## config.mk

```make
export PLATFORM = sky130hd
export DESIGN_NAME = virtual_timer_multiplexer_core
export DESIGN_NICKNAME = d
export VERILOG_FILES = /design/src/design/vtm_pkg.sv /design/src/design/vtm_time_alu.sv /design/src/design/virtual_timer_multiplexer_core.sv
export SDC_FILE = /design/constraint.sdc
export NUM_CORES = 2
export LEC_CHECK = 0
export BUFFER_PORTS_ARGS = -buffer_cell sky130_fd_sc_hd__clkbuf_2
export CORE_AREA = 2 2 572 574
export CTS_CLUSTER_SIZE = 40
export DETAILED_ROUTE_END_ITERATION = 6
export DIE_AREA = 0 0 574 576
export PLACE_DENSITY = 0.55
export RECOVER_POWER = 100
export SETUP_SLACK_MARGIN = 0.1
export SYNTH_ARGS = -nofsm -noshare
export SYNTH_HDL_FRONTEND = slang
export SYNTH_HIERARCHICAL = 1
export SYNTH_SLANG_ARGS = --single-unit
```

## constraint.sdc

```tcl
create_clock -name clock -period 16.12 [get_ports clock]
set_input_delay 3.224 -clock clock [delete_from_list [all_inputs] [get_ports clock]]
set_output_delay 3.224 -clock clock [all_outputs]
set_load 0.02 [all_outputs]
```

## src/design/vtm_pkg.sv

```systemverilog
package vtm_pkg;

   localparam int DEFAULT_MAX_DOMAINS = 16;

   localparam int TIME_W   = 64;
   localparam int DOMAIN_W = 4;
   localparam int LOAD_W   = 32;
   localparam int KIND_W   = 2;
   localparam int CSR_W    = 32;
   localparam int CSR_INDEX_W = 1;

   localparam logic [LOAD_W-1:0] MAX_LOAD_RESET = '1;

   // Request kinds.
   localparam logic [KIND_W-1:0] REQ_ARM     = 2'd0;
   localparam logic [KIND_W-1:0] REQ_REMOVE  = 2'd1;
   localparam logic [KIND_W-1:0] REQ_SERVICE = 2'd2;

   // Result kinds.
   localparam logic [KIND_W-1:0] RES_EXPIRED = 2'd0;
   localparam logic [KIND_W-1:0] RES_LOAD    = 2'd1;
   localparam logic [KIND_W-1:0] RES_REFUSED = 2'd2;
   localparam logic [KIND_W-1:0] RES_IDLE    = 2'd3;

   // Configuration register indexes.
   localparam logic [CSR_INDEX_W-1:0] CSR_MIN_LEAD = 1'b0;
   localparam logic [CSR_INDEX_W-1:0] CSR_MAX_LOAD = 1'b1;

   typedef enum logic [3:0] {
      ST_IDLE,
      ST_LOOKUP,
      ST_WRITE,
      ST_DUE,
      ST_MIN,
      ST_UPDATE,
      ST_EMIT_EXP,
      ST_LOAD,
      ST_EMIT_LAST
   } state_type;

   typedef struct packed {
      logic [TIME_W-1:0] sum;
      logic              due;
   } alu_result_type;

endpackage

```

## src/design/vtm_time_alu.sv

```systemverilog
module vtm_time_alu
   import vtm_pkg::*;
(
   input  logic [TIME_W-1:0] op_a,
   input  logic [TIME_W-1:0] op_b,
   input  logic              subtract,
   input  logic [CSR_W-1:0]  min_lead,
   output alu_result_type    result
);

   logic [TIME_W-1:0] b_eff;
   logic [TIME_W-1:0] sum;

   assign b_eff = subtract ? ~op_b : op_b;
   assign sum   = op_a + b_eff + {{(TIME_W-1){1'b0}}, subtract};

   // A distance is due when it lies within the lead window or is negative,
   // which means the deadline has already passed.
   assign result.sum = sum;
   assign result.due = sum[TIME_W-1]
                       || ((sum[TIME_W-1:CSR_W] == '0) && (sum[CSR_W-1:0] <= min_lead));

endmodule

```

## src/design/virtual_timer_multiplexer_core.sv

```systemverilog
// Each request walks the timer table with one shared 64-bit adder. Remove and refused arm run
// one lookup pass; service runs a due pass, then min passes with an expiry response after each
// due entry found, then a load pass; arm runs a lookup pass, writes its slot and then does what
// service does; an unused kind goes straight to its last response. Response stalls hold the block,
// and it returns to idle before it takes the next request. Reset clears the armed marks and loads the
// configuration defaults; table contents stay undefined until written and no clearing pass runs.
module virtual_timer_multiplexer_core
   import vtm_pkg::*;
#(
   parameter int MAX_DOMAINS = DEFAULT_MAX_DOMAINS
)
(
   input  logic                   clock,
   input  logic                   reset,

   input  logic                   req_valid,
   output logic                   req_ready,
   input  logic [KIND_W-1:0]      req_kind,
   input  logic [DOMAIN_W-1:0]    req_domain,
   input  logic [TIME_W-1:0]      req_now_time,
   input  logic [TIME_W-1:0]      req_delay,
   input  logic [TIME_W-1:0]      req_repeat_period,

   output logic                   rsp_valid,
   input  logic                   rsp_ready,
   output logic [KIND_W-1:0]      rsp_result_kind,
   output logic [DOMAIN_W-1:0]    rsp_expired_domain,
   output logic [LOAD_W-1:0]      rsp_load_value,
   output logic                   rsp_last,

   input  logic                   csr_write,
   input  logic [CSR_INDEX_W-1:0] csr_index,
   input  logic [CSR_W-1:0]       csr_data
);

   localparam int AW      = $clog2(MAX_DOMAINS);
   localparam int CW      = $clog2(MAX_DOMAINS + 1);
   localparam int ENTRY_W = DOMAIN_W + 2 * TIME_W;
   localparam logic [CW-1:0] SCAN_END = CW'(MAX_DOMAINS);

   state_type state_ff, state_in;

   logic [CSR_W-1:0] min_lead_ff;
   logic [CSR_W-1:0] max_load_ff;

   logic [KIND_W-1:0]   kind_ff;
   logic [DOMAIN_W-1:0] domain_ff;
   logic [TIME_W-1:0]   now_ff;
   logic [TIME_W-1:0]   delay_ff;
   logic [TIME_W-1:0]   period_ff;

   // Entry layout: owner, deadline, period.
   logic [ENTRY_W-1:0] table_mem [MAX_DOMAINS];
   logic [ENTRY_W-1:0] rd_data_ff;
   logic               mem_we;
   logic [AW-1:0]      mem_waddr;
   logic [ENTRY_W-1:0] mem_wdata;

   logic [MAX_DOMAINS-1:0] armed_ff;
   logic [MAX_DOMAINS-1:0] due_ff;

   logic [CW-1:0] scan_ff;
   logic          eval_valid_ff;
   logic [AW-1:0] eval_idx_ff;

   logic          match_found_ff, free_found_ff;
   logic [AW-1:0] match_idx_ff, free_idx_ff;

   logic                best_found_ff;
   logic [AW-1:0]       best_idx_ff;
   logic [TIME_W-1:0]   best_key_ff;
   logic [DOMAIN_W-1:0] best_owner_ff;
   logic [TIME_W-1:0]   best_period_ff;

   logic              any_ff;
   logic [TIME_W-1:0] rt_ff;

   logic [KIND_W-1:0]   res_kind_ff;
   logic [DOMAIN_W-1:0] res_domain_ff;
   logic [LOAD_W-1:0]   res_load_ff;
   logic                res_last_ff;

   logic                in_pass;
   logic                enter;
   logic                pass_done;
   logic [DOMAIN_W-1:0] ent_owner;
   logic [TIME_W-1:0]   ent_deadline;
   logic [TIME_W-1:0]   ent_period;
   logic [TIME_W-1:0]   alu_a, alu_b;
   logic                alu_sub;
   alu_result_type      alu_res;
   logic [TIME_W-1:0]   key;
   logic [AW-1:0]       slot_idx;
   logic [LOAD_W-1:0]   clamped;

   assign ent_owner    = rd_data_ff[ENTRY_W-1 -: DOMAIN_W];
   assign ent_deadline = rd_data_ff[2*TIME_W-1 -: TIME_W];
   assign ent_period   = rd_data_ff[TIME_W-1:0];

   assign in_pass   = (state_ff == ST_LOOKUP) || (state_ff == ST_DUE)
                      || (state_ff == ST_MIN) || (state_ff == ST_LOAD);
   assign enter     = (state_in != state_ff);
   assign pass_done = (scan_ff == SCAN_END) && !eval_valid_ff;

   // Signed order of the distance becomes unsigned order with the top bit flipped.
   assign key      = {~alu_res.sum[TIME_W-1], alu_res.sum[TIME_W-2:0]};
   assign slot_idx = match_found_ff ? match_idx_ff : free_idx_ff;
   assign clamped  = ((rt_ff[TIME_W-1:LOAD_W] != '0) || (rt_ff[LOAD_W-1:0] > max_load_ff))
                     ? max_load_ff : rt_ff[LOAD_W-1:0];

   vtm_time_alu u_alu (
      .op_a     (alu_a),
      .op_b     (alu_b),
      .subtract (alu_sub),
      .min_lead (min_lead_ff),
      .result   (alu_res)
   );

   // Next state.
   always_comb begin
      state_in = state_ff;
      unique case (state_ff)
         ST_IDLE: begin
            if (req_valid) begin
               case (req_kind) inside
                  REQ_ARM, REQ_REMOVE: state_in = ST_LOOKUP;
                  REQ_SERVICE:         state_in = ST_DUE;
                  default:             state_in = ST_EMIT_LAST;
               endcase
            end
         end
         ST_LOOKUP: begin
            if (pass_done) begin
               if (kind_ff == REQ_REMOVE)
                  state_in = ST_EMIT_LAST;
               else if (match_found_ff || free_found_ff)
                  state_in = ST_WRITE;
               else
                  state_in = ST_EMIT_LAST;
            end
         end
         ST_WRITE: state_in = ST_DUE;
         ST_DUE: begin
            if (pass_done)
               state_in = ST_MIN;
         end
         ST_MIN: begin
            if (pass_done)
               state_in = best_found_ff ? ST_UPDATE : ST_LOAD;
         end
         ST_UPDATE: state_in = ST_EMIT_EXP;
         ST_EMIT_EXP: begin
            if (rsp_ready)
               state_in = ST_MIN;
         end
         ST_LOAD: begin
            if (pass_done)
               state_in = ST_EMIT_LAST;
         end
         ST_EMIT_LAST: begin
            if (rsp_ready)
               state_in = ST_IDLE;
         end
         default: state_in = ST_IDLE;
      endcase
   end

   // Outputs, adder operands and table writes.
   always_comb begin
      req_ready = (state_ff == ST_IDLE);
      rsp_valid = (state_ff == ST_EMIT_EXP) || (state_ff == ST_EMIT_LAST);
      alu_a     = ent_deadline;
      alu_b     = now_ff;
      alu_sub   = 1'b1;
      mem_we    = 1'b0;
      mem_waddr = best_idx_ff;
      mem_wdata = {best_owner_ff, alu_res.sum, best_period_ff};
      unique case (state_ff)
         ST_WRITE: begin
            alu_a     = now_ff;
            alu_b     = delay_ff;
            alu_sub   = 1'b0;
            mem_we    = 1'b1;
            mem_waddr = slot_idx;
            mem_wdata = {domain_ff, alu_res.sum, period_ff};
         end
         ST_UPDATE: begin
            alu_a   = now_ff;
            alu_b   = best_period_ff;
            alu_sub = 1'b0;
            mem_we  = (best_period_ff != '0);
         end
         default: begin
         end
      endcase
   end

   assign rsp_result_kind    = res_kind_ff;
   assign rsp_expired_domain = res_domain_ff;
   assign rsp_load_value     = res_load_ff;
   assign rsp_last           = res_last_ff;

   always_ff @(posedge clock) begin
      if (reset) begin
         state_ff      <= ST_IDLE;
         min_lead_ff   <= '0;
         max_load_ff   <= MAX_LOAD_RESET;
         scan_ff       <= '0;
         eval_valid_ff <= 1'b0;
      end else begin
         state_ff <= state_in;
         if (csr_write) begin
            unique case (csr_index)
               CSR_MIN_LEAD: min_lead_ff <= csr_data;
               CSR_MAX_LOAD: max_load_ff <= csr_data;
               default: begin
               end
            endcase
         end
         if (enter) begin
            scan_ff       <= '0;
            eval_valid_ff <= 1'b0;
         end else if (in_pass && (scan_ff != SCAN_END)) begin
            scan_ff       <= scan_ff + CW'(1);
            eval_valid_ff <= 1'b1;
         end else begin
            eval_valid_ff <= 1'b0;
         end
      end
   end

   // Table memory with a registered read port.
   always_ff @(posedge clock) begin
      if (mem_we)
         table_mem[mem_waddr] <= mem_wdata;
      rd_data_ff  <= table_mem[scan_ff[AW-1:0]];
      eval_idx_ff <= scan_ff[AW-1:0];
   end

   // Armed and due marks.
   always_ff @(posedge clock) begin
      if (reset) begin
         armed_ff <= '0;
         due_ff   <= '0;
      end else begin
         unique case (state_ff)
            ST_LOOKUP: begin
               if (eval_valid_ff && (kind_ff == REQ_REMOVE) && armed_ff[eval_idx_ff]
                   && (ent_owner == domain_ff))
                  armed_ff[eval_idx_ff] <= 1'b0;
            end
            ST_WRITE: armed_ff[slot_idx] <= 1'b1;
            ST_DUE: begin
               if (eval_valid_ff)
                  due_ff[eval_idx_ff] <= armed_ff[eval_idx_ff] && alu_res.due;
            end
            ST_UPDATE: begin
               due_ff[best_idx_ff] <= 1'b0;
               if (best_period_ff == '0)
                  armed_ff[best_idx_ff] <= 1'b0;
            end
            default: begin
            end
         endcase
      end
   end

   // Request capture and per-pass search registers.
   always_ff @(posedge clock) begin
      if (state_ff == ST_IDLE && req_valid) begin
         kind_ff   <= req_kind;
         domain_ff <= req_domain;
         now_ff    <= req_now_time;
         delay_ff  <= req_delay;
         period_ff <= req_repeat_period;
      end

      if (enter && state_in == ST_LOOKUP) begin
         match_found_ff <= 1'b0;
         free_found_ff  <= 1'b0;
      end else if (state_ff == ST_LOOKUP && eval_valid_ff) begin
         if (armed_ff[eval_idx_ff] && (ent_owner == domain_ff) && !match_found_ff) begin
            match_found_ff <= 1'b1;
            match_idx_ff   <= eval_idx_ff;
         end
         if (!armed_ff[eval_idx_ff] && !free_found_ff) begin
            free_found_ff <= 1'b1;
            free_idx_ff   <= eval_idx_ff;
         end
      end

      // Ties keep the lower slot because the scan runs upward with a strict compare.
      if (enter && state_in == ST_MIN) begin
         best_found_ff <= 1'b0;
      end else if (state_ff == ST_MIN && eval_valid_ff && due_ff[eval_idx_ff]
                   && (!best_found_ff || (key < best_key_ff))) begin
         best_found_ff  <= 1'b1;
         best_idx_ff    <= eval_idx_ff;
         best_key_ff    <= key;
         best_owner_ff  <= ent_owner;
         best_period_ff <= ent_period;
      end

      if (enter && state_in == ST_LOAD) begin
         any_ff <= 1'b0;
      end else if (state_ff == ST_LOAD && eval_valid_ff && armed_ff[eval_idx_ff]
                   && (!any_ff || (alu_res.sum < rt_ff))) begin
         any_ff <= 1'b1;
         rt_ff  <= alu_res.sum;
      end

      if (enter && state_in == ST_EMIT_EXP) begin
         res_kind_ff   <= RES_EXPIRED;
         res_domain_ff <= best_owner_ff;
         res_load_ff   <= '0;
         res_last_ff   <= 1'b0;
      end else if (enter && state_in == ST_EMIT_LAST) begin
         res_domain_ff <= '0;
         res_last_ff   <= 1'b1;
         if (state_ff == ST_LOOKUP && kind_ff != REQ_REMOVE) begin
            res_kind_ff <= RES_REFUSED;
            res_load_ff <= '0;
         end else if (state_ff == ST_LOAD && any_ff) begin
            res_kind_ff <= RES_LOAD;
            res_load_ff <= clamped;
         end else begin
            res_kind_ff <= RES_IDLE;
            res_load_ff <= '0;
         end
      end
   end

endmodule
```

* Yosys cells after proc, flatten, opt, wreduce, memory -nomap -nowiden
Memories as Yosys holds them, arrays and structs flattened. A register that Yosys moved wholly into a read port is not among the register bits. Cells that the tools add are included.
Word-level totals: register bits 559, bits in writable memories 2112, memories 1
Memory list:
- table_mem | depth 16, bits a word 132, rd ports 1, clocked after Yosys merged registers in 1, write ports 1, RTL line virtual_timer_multiplexer_core.sv:53 | logic [ENTRY_W-1:0] table_mem [MAX_DOMAINS];
Cells by class: muxes and demuxes 47, add/sub/neg operators 3, equal/unequal tests 24, magnitude comparators 10, bitwise logic cells 12, reduce and logical (&&, ||, !) cells 65
Operators with widths (number):
- 132-bit two-way mux | 1
- 64-bit < comparator | 2
- 64-bit two-way mux | 2
- 64-bit one-hot mux with 2 select lines | 1
- 32-bit two-way mux | 3
- 64-bit by 1-bit adder with 64-bit output | 1
- 64-bit adder | 1
- 64-bit zero test | 1
- 64-bit inverter | 1
- 64-bit nonzero test | 1
- 4-bit two-way mux | 15
- 16-bit bitwise AND | 3
- 16-bit two-way mux | 3
- 16-bit one-hot mux with 3 select lines | 1
- 4-bit one-hot mux with 9 select lines | 1
- 32-bit greater-than comparator | 1
- 32-bit less-or-equal comparator | 1
- 32-bit zero test | 1
- 16-bit inverter | 2
- 16-bit one-hot mux with 2 select lines | 1
- 32-bit nonzero test | 1
- 4-bit by 3-bit equality test with 1-bit output, second input constant | 7
- 1-bit logical AND | 28
- 16-bit bitwise mux | 1
- other kinds (30) | 81

* Logic depth before layout (Yosys ltp)
word-level depth 13, mapped depth 38, gate-level depth less buffers 32

* By module
Netlist, hierarchy kept.
By module, submodules not included:
- virtual_timer_multiplexer_core | instances 1, area each 107430.5 µm², cells each 5380, sequential area each 81358.0 µm²
- vtm_time_alu | instances 1, area each 5490.3 µm², cells each 807, sequential area each 0.0 µm²

* Least setup slack after synthesis
No wires, ideal clock.
path type register to register, start register state_ff[2], end register rt_ff[0] (enable), path buffers 7, slack 3.949 ns, required time 15.520 ns, library setup time 0.600 ns, arrival 11.570 ns, cell stages (with the launch flop) 29, cells stage by stage dfxtp_1 -> clkbuf_1 -> nor2_1 -> and3_1 -> clkbuf_1 -> nor2_1 -> clkbuf_1 -> clkbuf_1 -> buf_6 -> clkbuf_1 -> xor2_1 -> ha_1 -> clkbuf_1 -> and4_1 -> a32o_1 -> nor4_1 -> o21ai_1 -> a211oi_2 -> o21bai_1 -> a21o_1 -> xor2_1 -> ha_1 -> a21o_1 -> a21o_1 -> a221o_1 -> a221oi_1 -> a21oi_1 -> a211o_1 -> a311oi_1
RTL lines:
- start, declared | RTL line virtual_timer_multiplexer_core.sv:41 | state_type state_ff, state_in;
- start signal, assigned | RTL line virtual_timer_multiplexer_core.sv:211 | state_ff <= state_in;
- end signal, assigned | RTL line virtual_timer_multiplexer_core.sv:309 | rt_ff <= alu_res.sum;
- end, declared | RTL line virtual_timer_multiplexer_core.sv:76 | logic [TIME_W-1:0] rt_ff;

==> results.py <==
metrics = {
    "power": {
        "p_sw_uw": 4138,
        "fin_total_pwr_uw": 17100,
        "p_comb_share_pct": 9.8,
        "leakagePower_uw": 0.04204,
        "p_sw_share_pct": 24.20,
        "p_int_uw": 12960,
        "seqPwrFrac_pct": 49.3,
        "power_frac_clock_pct": 40.9,
        "peakVddDrop_v": 0.00009509,
        "power.density_nw_per_um2": 132.3,
    },
    "global_routing": {
        "grt_overflow": 0,
        "use_met3_pct": 2.587,
        "grt_pass1_wl_um": 459900,
        "antenna_found_initial": 16,
        "met2_usage_pct": 31.29,
        "top_usage_layer": "met2",
        "grt_max_degree": 130,
        "grt_pass1_vias": 61605,
        "grt_usage_pct": 19.41,
        "grtUsageMet1_pct": 26.45,
    },
    "hold_path": {
        "min_path_type": "reg2reg",
        "hold_start": "rd_data_ff[45]$_DFF_P_",
    },
    "synthesis": {
        "yosysWarningCount": 6,
        "synth_top_area_share_pct": 67.07,
        "yosysMostFrequentCell": "edfxtp_1",
        "synth_seq_cells": 2803,
        "yosys-top-cells-count": "edfxtp_1, mux4_2, nand2_1",
        "synth_async_sr_flop_share_pct": 0,
        "ys_types": 91,
        "syn-cell-area_um2": 112900,
        "seq_area_frac_synth_pct": 72.05,
        "synth_area_leaders": "edfxtp_1, mux4_2, dfxtp_1, ha_1, nand2_1",
        "synthCells": 6187,
        "synth_top_area_cell": "edfxtp_1",
        "synth_edf_count": 2522,
        "synth-main-ff-cell": "edfxtp_1",
        "synth_nets": 6678,
        "avgSynthCellArea_um2": 18.25,
    },
    "setup_path": {
        "critical_path_arrival_ps": 13570,
        "path_class": "reg2reg",
        "startpoint": "state_ff[3]$_SDFF_PP0_",
        "crit_required_ps": 16590,
        "worstReg2RegStart": "state_ff[3]$_SDFF_PP0_",
        "crit_path_end_kind": "flip-flop",
        "critPathMaxFanout": 44,
        "cp-start-kind": "flip-flop",
    },
    "placement": {
        "place_congestion": 0.9168,
        "dp_hpwl_um": 194200,
        "numPortBuffers": 276,
    },
    "cts": {
        "clk-insertion-delay-late_ps": 920,
        "cts_buffers": 309,
        "postCtsSetupBuffers": 0,
        "htreeDepth": 5,
        "clk_pin_slew_ps": 60,
        "numClockSinks": 2803,
        "clockBufferDepth": 4,
        "ctsHoldBuffers": 0,
        "ctsRootBufferMaster": "clkbuf_16",
        "cts_tree": "yes",
        "cts_resized": 0,
    },
    "drt": {
        "drt-total-wl_um": 327500,
        "vias": 60646,
        "wl_per_cell_um": 29.14,
        "via_per_inst": 5.397,
        "ant_nets": 0,
        "drcViolationCount": 0,
        "drtIter0Drc": 5999,
        "drt_first_pass_iters": 6,
    },
    "cells_and_area": {
        "drive_gt1_share_pct": 19.82,
        "syn2layout_area_growth_pct": 14.48,
        "fill_cells": 29552,
        "nNetsFinal": 7123,
    },
    "sta": {
        "finalSetupTns_ps": 0,
        "hold_viol": 0,
        "maxSlewHeadroom_pct": -595.3,
        "fin_crit_ps": 13100,
        "fmax_ghz": 0.07636,
        "setup_viol": 0,
        "worst_pin_slew_ps": 10430,
        "period_share_pct": 81.24,
        "finalMaxSlewViolations": 3263,
        "finClkSkew_ps": 58.44,
        "rsz0062_at_grt": "no",
    },
    "die": {
        "rows": 210,
        "core_area_um2": 325300,
        "die_area_um2": 330600,
        "start_util_pct": 34.71,
        "pin_count": 277,
        "die_h_um": 576,
        "die_x_um": 574,
    },
    "status": {
        "violations": "capacitance limit, slew limit",
        "status": "finished with violations",
    },
    "run": {
        "cap_violations": 75,
    },
}
cell usage in the layout, fill, tap and decap left out, drive strengths merged, types with 38 or more instances in the layout:
master / Yosys / layout
xnor2: 38 / 38
a221o: 40 / 40
mux2: 65 / 65
ha: 254 / 254
nor2: 139 / 139
inv: 227 / 242
and2: 50 / 50
nor3: 45 / 45
nand4: 62 / 62
dfxtp: 281 / 281
o21ai: 102 / 102
clkbuf: 209 / 813
a21o: 62 / 62
a21oi: 188 / 188
edfxtp: 2522 / 2522
nor4: 45 / 45
a22oi: 72 / 72
nand2: 567 / 567
nand3: 106 / 106
clkinv: 1 / 104
xor2: 88 / 88
mux4: 669 / 669
per-stage QoR:
step	std cells	utilization, %	hold WS (ps)	setup slack (ps)	cell area (µm²)
floorplan	6187	-	325.8	3949	112900
global placement	10666	36.93	385.9	4597	120100
detailed placement	10667	36.94	388.7	5565	120100
CTS	11233	40.02	383.5	5536	130200
global route	11234	39.74	395.2	2449	129300
finish	11238	39.74	388.2	3024	129300
worst paths after layout:
check | depth (start not counted) | slack (ps) | to
hold / removal | 0 | 390 | best_period_ff[45]$_DFFE_PP_
setup / recovery | 25 | 3020 | rt_ff[3]$_DFFE_PP_
setup reg to reg | 25 | 3020 | rt_ff[3]$_DFFE_PP_
hold reg to reg | 0 | 390 | best_period_ff[45]$_DFFE_PP_
sequential cells by signal, indices dropped and copies added, names as in the netlist, 5 cells and up:
register / cells
armed_ff: 16
best_key_ff: 64
best_period_ff: 64
delay_ff: 64
due_ff: 16
max_load_ff: 32
min_lead_ff: 32
now_ff: 64
period_ff: 64
rd_data_ff: 132
rsp_load_value: 32
rt_ff: 64
scan_ff: 5
table_mem: 2112
cells by family after synthesis:
| group | Yosys count | synth area share [%] |
|---|---|---|
| AO/OA/AOI/OAI | 628 | 3.739 |
| AND/OR/NAND/NOR | 1119 | 4.573 |
| XOR/XNOR | 126 | 0.9773 |
| flip-flops | 2803 | 72.05 |
| multiplexers | 739 | 14.05 |
| buffers and inverters | 517 | 1.781 |
| adder cells (fa/ha/maj) | 255 | 2.832 |
cell type report:
class,instances,area [µm²],share of cell area [%]
Antenna cell,5,12.51,0.009679
Timing Repair Buffer,423,1982,1.533
Clock inverter,147,1460,1.130
Inverter,228,855.8,0.6620
Sequential cell,2803,81370,62.94
Clock buffer,419,8563,6.624
Tap cell,4346,5438,4.206
Multi-Input combinational cell,2867,29590,22.89
layer usage:
metal,up-vias,wire (µm)
li1,25706,-
met1,32287,137900
met2,2100,154700
met3,553,18960
met4,0,16010
met5,-,0
worst max-delay path, stage by stage (launching register included):
cell      delay [ps]
dfxtp_1          470
nor2_1           390
and3_1          1340
clkbuf_1        1830
a22oi_1          700
nand2_1          250
xor2_1           100
ha_1             470
nand2_1          120
o21ai_0          440
a22oi_1          190
a2111o_1         440
a41oi_1          770
a21oi_1          250
nand2b_1         270
nor3_1           190
nor3_1            80
xnor2_1          130
clkbuf_1         710
ha_1             390
nand3_1          110
nor3_1           110
a221o_1          390
o31a_1           390
a311oi_1         370
clkbuf_1        1570
power groups by stage:
stage,Sequential (µW),Clock (µW),Combinational (µW)
2_1_floorplan,8490,0,1070
3_3_place_gp,8570,0,1680
3_5_place_dp,8570,0,1730
4_1_cts,8410,7140,1730
5_1_grt,8440,7430,1850
6_report,8440,6990,1670
Power figures use the tool's default switching activity.
